`src/hw/rtl/sots_pkg.sv`:
```
package sots_pkg;

   // Width of the request value port.
   localparam int TARGET_WIDTH = 31;

   // Control between the sequencer and the root unit.
   typedef struct packed {
      logic start;
      logic done;
   } sots_root_ctl_type;

endpackage

```
`src/hw/rtl/sots_isqrt.sv`:
```
// Floor square root, two value bits per cycle; rem_o = value - root_o^2.
module sots_isqrt
   import sots_pkg::*;
#(
   parameter int ROOT_WIDTH = 16
) (
   input  logic                    clock,
   input  logic                    reset,
   input  logic                    start,
   input  logic [2*ROOT_WIDTH-1:0] value,
   output sots_root_ctl_type       ctl,
   output logic [ROOT_WIDTH-1:0]   root_o,
   output logic [ROOT_WIDTH+1:0]   rem_o
);

   localparam int RW = ROOT_WIDTH;
   localparam int CW = $clog2(RW + 1);

   logic [2*RW-1:0] val_ff, val_in;
   logic [RW+1:0]   rem_ff, rem_in;
   logic [RW-1:0]   root_ff, root_in;
   logic [CW-1:0]   cnt_ff, cnt_in;
   logic            running_ff, running_in;
   logic            done_ff, done_in;

   logic [RW+2:0]   rem_sh;
   logic [RW+2:0]   trial;
   logic [RW+2:0]   diff;
   logic            ge;
   logic [RW:0]     root_wide;

   assign rem_sh    = {rem_ff[RW:0], val_ff[2*RW-1 -: 2]};
   assign trial     = {1'b0, root_ff, 2'b01};
   assign ge        = (rem_sh >= trial);
   assign diff      = rem_sh - trial;
   assign root_wide = {root_ff, ge};

   always_comb begin
      val_in     = val_ff;
      rem_in     = rem_ff;
      root_in    = root_ff;
      cnt_in     = cnt_ff;
      running_in = running_ff;
      done_in    = 1'b0;
      if (start) begin
         // load a new value, clear the partial root
         val_in     = value;
         rem_in     = '0;
         root_in    = '0;
         cnt_in     = CW'(RW);
         running_in = 1'b1;
      end else if (running_ff) begin
         // retire one root bit
         val_in  = val_ff << 2;
         rem_in  = ge ? diff[RW+1:0] : rem_sh[RW+1:0];
         root_in = root_wide[RW-1:0];
         cnt_in  = cnt_ff - CW'(1);
         if (cnt_ff == CW'(1)) begin
            running_in = 1'b0;
            done_in    = 1'b1;
         end
      end
   end

   always_ff @(posedge clock) begin
      if (reset) begin
         running_ff <= 1'b0;
         done_ff    <= 1'b0;
         cnt_ff     <= '0;
      end else begin
         running_ff <= running_in;
         done_ff    <= done_in;
         cnt_ff     <= cnt_in;
      end
      val_ff  <= val_in;
      rem_ff  <= rem_in;
      root_ff <= root_in;
   end

   assign ctl.start = start;
   assign ctl.done  = done_ff;
   assign root_o    = root_ff;
   assign rem_o     = rem_ff;

endmodule

```
`config.mk`:
```
export PLATFORM = sky130hd
export DESIGN_NAME = sots_isqrt
export DESIGN_NICKNAME = d
export VERILOG_FILES = /design/src/hw/rtl/sots_pkg.sv /design/src/hw/rtl/sots_isqrt.sv
export SDC_FILE = /design/constraint.sdc
export NUM_CORES = 1
export LEC_CHECK = 0
export ABC_AREA = 1
export BUFFER_PORTS_ARGS = -buffer_cell sky130_fd_sc_hd__buf_4
export CAP_MARGIN = 10
export CORE_UTILIZATION = 55
export CTS_CLUSTER_SIZE = 25
export DETAILED_ROUTE_END_ITERATION = 6
export PLACE_DENSITY_LB_ADDON = 0.25
export SLEW_MARGIN = 20
export SYNTH_ARGS = -nofsm -noshare
export SYNTH_HDL_FRONTEND = slang
export SYNTH_SLANG_ARGS = --single-unit
```
`constraint.sdc`:
```
create_clock -name clock -period 4.6 [get_ports clock]
set_input_delay 0.23 -clock clock [delete_from_list [all_inputs] [get_ports clock]]
set_output_delay 0.23 -clock clock [all_outputs]
set_load 0.005 [all_outputs]
```
# Yosys cells after proc, flatten, opt, wreduce, memory -nomap -nowiden
# Cells that the tools add are included.
# totals
regBits	73
inputBits	35
output_inout_bits	36
elab_cells	24
# op_classes
add_sub_neg	2
order_cmp	1
eq_ne	1
muxes	9
bitwise	1
n_reduce_logical	3
# ops
cell	n
$mux W32	2
$ge A19 B18 Y1	1
$mux W18	1
$sub A18 B18 Y18	1
$mux W5	2
$eq A5 B1 Y1 const B	1
$sub A5 B1 Y5 const B	1
$mux W1	4
$reduce_or A3 Y1	1
$reduce_bool A2 Y1	1
$reduce_or A2 Y1	1
$not A1 Y1	1

# Longest topological paths before layout
# Gate-level depths: netlist of the first run.
# logic_depth
depth_word	4
mapped_depth	15
depth_no_buf	15

# Worst setup path before layout of the first run
# OpenSTA, ideal clock, no wires.
# synth_path
path_type	reg-to-reg
from	register running_ff
to	register val_ff[0] (enable)
arrival_time_ps	1745
required_ps	4191
setup_slack_ps	2447
stages_incl_launch_ff	5
n_path_buf	2
cell_sequence	dfxtp_1 > buf_2 > nor2_1 > clkinv_1 > clkbuf_1
# synth_between
elab_chain_len	1
# synth_lines
item	line_no	rtl
from (decl)	sots_isqrt.sv:23	logic running_ff, running_in;
from (signal assigned)	sots_isqrt.sv:71	running_ff <= running_in;
$reduce_bool A2 Y1 (no source line)	n/a	
to (signal assigned)	sots_isqrt.sv:75	val_ff <= val_in;
to (decl)	sots_isqrt.sv:19	logic [2*RW-1:0] val_ff, val_in;
# Every way passes these cells.
# A chain may end at the register's enable or synchronous reset.

# Final worst setup path of the first run
# layout_path
from	register running_ff
to	register val_ff[16] (enable)
# Same word-level chain as after synthesis.

==> results of run 1 <==
## power by group through the flow
stage	logic (mW)	clock network (mW)	registers, mW
after CTS	2.47	0.680	0.896
final	2.48	0.676	0.897
after detailed placement	2.44	0	0.911
after floorplan	2.01	0	0.881
after global routing	2.81	0.709	0.909
after global placement	2.41	0	0.908
## layout make-up
class	count	area (sq um)
Sequential cell	73	1780
Fill cell	646	2290
Clock inverter	6	138
Clock buffer	10	128
Timing Repair Buffer	71	533
Inverter	66	248
Multi-Input combinational cell	378	1970
Tap cell	99	124
## stage by stage
| stage | instances | hold WS [ns] | setup slack, ns | total power, mW |
|---|---|---|---|---|
| 6_report | 703 | 0.0542 | 1.81 | 4.06 |
| 5_1_grt | 703 | 0.0412 | 1.59 | 4.43 |
| 4_1_cts | 703 | 0.0505 | 1.85 | 4.04 |
| 3_5_place_dp | 687 | 0.424 | 1.88 | 3.36 |
| 3_3_place_gp | 687 | 0.430 | 2.01 | 3.31 |
| 2_1_floorplan | 535 | 0.299 | 2.45 | 2.89 |
## cells by family after synthesis
group                      count (synthesis)
xor gates and xnor gates                  11
and+or+nand+nor                          290
AOI/OAI and AO/OA                         57
DFF                                       73
buffers and inverters                     84
adders and majority gates                 20
## sequential cells by signal, summed over array words and instances (netlist names)
| signal | count |
|---|---|
| done_ff | 1 |
| running_ff | 1 |
| val_ff | 32 |
| cnt_ff | 5 |
| root_o | 16 |
| rem_o | 18 |
## worst max-delay path, cell delays in order, from the launching register on
cell,delay [ns]
dfxtp_1,0.51
nor2_1,0.83
clkinv_1,0.67
buf_4,0.47
## worst min-delay path by stage
stage | start | end | slack (ns)
global route | reset | cnt_ff[4] | 0.04
finish | reset | cnt_ff[4] | 0.05
CTS | reset | cnt_ff[4] | 0.05
global placement | reset | cnt_ff[4] | 0.43
detailed placement | reset | cnt_ff[4] | 0.42
floorplan | reset | cnt_ff[4] | 0.30
## synth_stat cells, drive strengths merged
cell,count,area (sq um)
o22ai,15,93.8
a31oi,1,6.26
xor2,6,60.1
clkinv,1,3.75
xnor2,5,43.8
buf,7,53.8
edfxtp,32,961
a211oi,1,7.51
nor2,34,148
nand3b,2,15.0
dfxtp,41,821
clkbuf,11,41.3
o211ai,6,45.0
inv,65,244
nand4,8,62.6
a21oi,22,129
o21ai,10,53.8
nand2,214,855
nand3,25,140
o21bai,2,15.0
nor3,7,45.0
ha,20,250
## per-layer routing
metal / part of all wire / wire, um / GRT usage
met5: 0 / 0 / 0
met4: 0.012 / 110 / 0.0938
met3: 0.046 / 430 / 0.0625
met2: 0.50 / 4670 / 0.443
met1: 0.44 / 4100 / 0.318
==> results.md, run 1 <==
- Arr. time, crit path: 2.85 ns
- Slew headroom: 0.340
- Fmax achieved: 0.359 GHz
- Min cycle time layout: 2.79 ns
- CP Class: reg2reg
- Setup Buffers After CTS: 0
- Final Cycle Share: 0.606
- Commonest non-fill, non-tap cells in the layout: nand2_1, buf_4, inv_1
- Avg Cell Area, Syn: 7.65 sq um
- Post-Synth XOR/XNOR Area: 0.0254
- Skew-Pair Late Insertion Delay: 0.35 ns
- Die area: 0.00779 sq mm
- CTS buffer count: 9
- Hold Crit Depth: 2
- Synthesized flop and latch total: 73
- Remaining Overflow, GRT: 0
- Sequential area share after synthesis: 0.435
- CTS Sinks: 73
- Critical path required time: 4.66 ns
- Post-synthesis mux area share: 0
- WL per Instance: 13.3 um
- Crit start category: flip-flop
- Synthesized area: 0.00409 sq mm
- Root buf cell: clkbuf_8
- Hold Crit Class: in2reg
- Net Switching: 1.96 mW
- Post-synth cell types: 38
- Detail Route Antenna Nets: 0
- Worst Setup End Kind: flip-flop
- Post-synthesis adder-cell area fraction: 0.0611
- Die Width: 88.3 um
- Pre-Repair DR Iteration Count: 4
- CTS resizes: 0
- Final TNS setup: 0 ns
- R2r worst-path depth: 3
- Clock share of power: 0.167
- Compound-Gate Fraction of Synth Area: 0.0856
- Syn. warnings: 0
- Post-synthesis net count: 590
- Share of layout cells above drive strength 1: 0.197
- DIE HEIGHT: 88.3 um
- Reg2Reg Setup Slack: 1.81 ns
- Clk slew on worst S/H paths: 0.08 ns
- Final setup viols: 0
- Max-Cap Viols: 0
- Setup Skew: 0.00974 ns
- Sw Ratio: 0.484
- Worst IR Drop VDD: 0.427 mV
- # IOs: 71
- Initial Util: 0.567
- Placer congestion estimate: 0.885
- First-pass GRT wire length: 15400 um
- Logic gate share of total power: 0.612
- PD cells: 825 mW/mm^2
- Syn Inst Count: 535
- CP max FO: 36
- DR vias: 3614
- Layout Utilization: 0.682
- Worst-case clock buffer depth: 2
- Worst setup path endpoint: val_ff[16]
- Core box area: 0.00721 sq mm
- RSZ-0062 raised after global routing: no
- DRC: 0
- ANT cells: 0
- First DRT Iteration DRCs: 238
- Post-Route WL: 9320 um
- Row count: 31
- Status: completed
- Final HPWL DP: 6820 um
- Tot GR Track Use: 0.259
- R2R Path Start: running_ff
- Area Growth Syn to Fin: 20.2%
- Design Area, Final: 0.00492 sq mm
- Fin nets: 654
- Leakage dissipation: 2.41 nW
- Final Max Slew Viols: 0
- CTS tree: done
- Critical Path Start: running_ff
- Largest net degree at the start of global routing: 45
- CTS H-tree depth: 3
- CTS Hold Bufs: 0
- Largest family of logic cells by synthesized area: simple AND/OR/NAND/NOR gates
- Cell Int Power: 2.09 mW
- Slew at the pin with the worst max-slew slack: 0.984 ns
- Vias/cell: 5.14
- Vias in the first global route: 3413
- Final hold viol count: 0
- Reg power frac: 0.221
- Post-Synth Simple-Gate Area: 0.309
- Commonest non-fill, non-tap cell in the layout: nand2_1
- IO buf count: 70
- Cell Area, Placed: 0.00466 sq mm
- Initial antenna violation count: 0
- RR Endpoint: val_ff[16]
(Power assumes the default switching activity.)
==> run 2, diff against run 1 <==
Clock period 4.6 ns to 2.85 ns, I/O delays scaled along.
==> run 2 against run 1 <==
  * Clock power up 6.4%
  * Critical path depth up 10
  * Global-route usage up 1.1 points
  * Fmax up 28%
  * Worst hold slack worse by 0.0069 ns
  * Cell area down 1.2%
  * Sequential share of layout area up 0.43 points
==> results.md, run 2 (synthesis results as in run 1) <==
- Status: completed
- Final setup viols: 0 (unchanged)
- Row count: 31 (unchanged)
- First DRT Iteration DRCs: 175 (-26%)
- Initial Util: 0.567 (unchanged)
- Setup Buffers After CTS: 0 (unchanged)
- Hold Crit Class: in2reg
- Largest net degree at the start of global routing: 45 (unchanged)
- Post-Route WL: 9410 um (+0.99%)
- Slew headroom: 0.535 (+0.196)
- Area Growth Syn to Fin: 18.8%
- Leakage dissipation: 2.38 nW (-0.86%)
- Hold Path Origin: value[0]
- RSZ-0062 raised after global routing: no
- DRC: 0 (unchanged)
- Worst IR Drop VDD: 0.611 mV (+43%)
- Tot GR Track Use: 0.270 (+0.0108)
- Root buf cell: clkbuf_8
- Pre-CTS WS: 0.706 ns (-1.17 ns)
- PD cells: 1260 mW/mm^2 (+53%)
- Worst-case clock buffer depth: 2 (unchanged)
- Sw Ratio: 0.508 (+0.0241)
- Fmax achieved: 0.457 GHz (+28%)
- CTS H-tree depth: 3 (unchanged)
- CTS buffer count: 9 (unchanged)
- Max-Cap Viols: 0 (unchanged)
- Vias in the first global route: 3570 (+4.6%)
- Critical path required time: 3.13 ns (-1.53 ns)
- Arr. time, crit path: 2.47 ns (-0.38 ns)
- Slew at the pin with the worst max-slew slack: 0.696 ns (-0.288 ns)
- Remaining Overflow, GRT: 0 (unchanged)
- Final HPWL DP: 6800 um (-0.40%)
- Detail Route Antenna Nets: 0 (unchanged)
- # IOs: 71 (unchanged)
- Core box area: 0.00721 sq mm (unchanged)
- Die Width: 88.3 um (unchanged)
- R2R Path Start: root_o[0]
- CTS Hold Bufs: 1 (+1)
- Die area: 0.00779 sq mm (unchanged)
- Crit start category: flip-flop
- Largest delay share family, worst path: simple AND/OR/NAND/NOR gates
- CP max FO: 14 (-61%)
- Vias/cell: 5.24 (+2.0%)
- Final Cycle Share: 0.767 (+0.161)
- Final Max Slew Viols: 0 (unchanged)
- Slowest stage cell on the critical path: ha_1
- Commonest non-fill, non-tap cells in the layout: nand2_1, buf_4, inv_1
- R2r worst-path depth: 13 (+10)
- Placer congestion estimate: 0.930 (+5.1%)
- Crit path top cell by count: nand2_2
- CTS resizes: 0 (unchanged)
- Final TNS setup: 0 ns (unchanged)
- Hold Slack: 0.0473 ns (-0.00690 ns)
- Reg2Reg Setup Slack: 0.66 ns (-1.15 ns)
- Buf/Inv on CP: 1 (-1)
- WL per Instance: 13.3 um (+0.42%)
- Clk slew on worst S/H paths: 0.08 ns (about the same)
- First-pass GRT wire length: 16000 um (+4.2%)
- Hold Path Sink: val_ff[0]
- CTS Sinks: 73 (unchanged)
- Setup Skew: 0.0109 ns (+0.00121 ns)
- CTS tree: done
- Final hold viol count: 0 (unchanged)
- Worst Setup End Kind: flip-flop
- Fin nets: 658 (+0.61%)
- Crit-path cells: inv_1 -> ha_1 -> a21oi_1 -> nand2_2 -> nand2_2 -> nand2_2 -> nand2_2 -> nand2_4 -> nand2_4 -> nand2_8 -> nor2_4 -> nand3_1 -> o211ai_1
- DIE HEIGHT: 88.3 um (unchanged)
- Reg power frac: 0.235 (+0.014)
- Pre-Repair DR Iteration Count: 5 (+1)
- Share of layout cells above drive strength 1: 0.201 (+0.00364)
- Net Switching: 3.12 mW (+59%)
- Worst path max stage delay: 0.40 ns (-0.43 ns)
- Clock share of power: 0.117 (-0.050)
- Logic gate share of total power: 0.648 (+0.036)
- RR Endpoint: rem_o[4]
- Min cycle time layout: 2.19 ns (-0.601 ns)
- Top reg by flops: val_ff
- Initial antenna violation count: 0 (unchanged)
- CP Class: reg2reg
- DR vias: 3706 (+2.5%)
- Cell Int Power: 3.02 mW (+44%)
- Commonest non-fill, non-tap cell in the layout: nand2_1
- Hold Crit Depth: 3 (+1)
- Skew-Pair Late Insertion Delay: 0.35 ns (about the same)
- Layout Utilization: 0.674 (-0.00798)
- IO buf count: 70 (unchanged)
- Max FFs per register: 32 (unchanged)
- ANT cells: 0 (unchanged)
- Setup slack after layout: 0.663 ns (-1.15 ns)
==> run 2: changes by cell type in the layout (fill, tap and decap cells not counted), sizes merged <==
| cell | before | now |
|---|---|---|
| buf | 71 | 74 |
| bufinv | 4 | 0 |
| clkinv | 2 | 5 |
| dlygate4sd3 | 0 | 1 |
| clkinvlp | 0 | 1 |
==> run 2: layout make-up <==
class	instances	area [sq um]
clock buffers	10	128
clock inverters	6	35.0
fillers	660	2350
inverters	66	248
multi-input cells	378	1970
flip-flops and latches	73	1780
well taps	99	124
repair buffers	75	578
==> run 2: power groups by stage <==
stage | Clock [mW] | Combinational [mW] | Sequential (mW)
2_1_floorplan | 0 | 3.24 | 1.42
3_3_place_gp | 0 | 3.80 | 1.46
3_5_place_dp | 0 | 3.89 | 1.47
4_1_cts | 0.733 | 3.94 | 1.44
5_1_grt | 0.789 | 4.45 | 1.47
6_report | 0.719 | 3.98 | 1.45
==> run 2: worst max path at each step <==
stage	from	to	slack, ns	depth (start not counted)
floorplan	running_ff	val_ff[0]	0.70	4
global placement	root_o[12]	rem_o[10]	0.79	11
detailed placement	root_o[0]	rem_o[4]	0.71	13
CTS	root_o[0]	rem_o[4]	0.68	13
global route	root_o[0]	rem_o[1]	0.47	15
finish	root_o[0]	rem_o[4]	0.66	13
==> run 2: through the flow <==
stage               power [mW]  cell area [sq um]  instances
finish                    6.14               4860        707
global route              6.71               4860        707
CTS                       6.11               4860        707
detailed placement        5.36               4690        690
global placement          5.26               4690        690
floorplan                 4.66               4090        535
==> run 2: worst min-delay path, stage by stage <==
cell and delay, ns:
buf_4 0.08, nand2_1 0.04, inv_1 0.04
==> run 2: routing by layer <==
metal / routed length [um] / global-route usage
met1: 4200 / 0.349
met2: 4510 / 0.442
met3: 436 / 0.0466
met4: 265 / 0.125
met5: 0 / 0
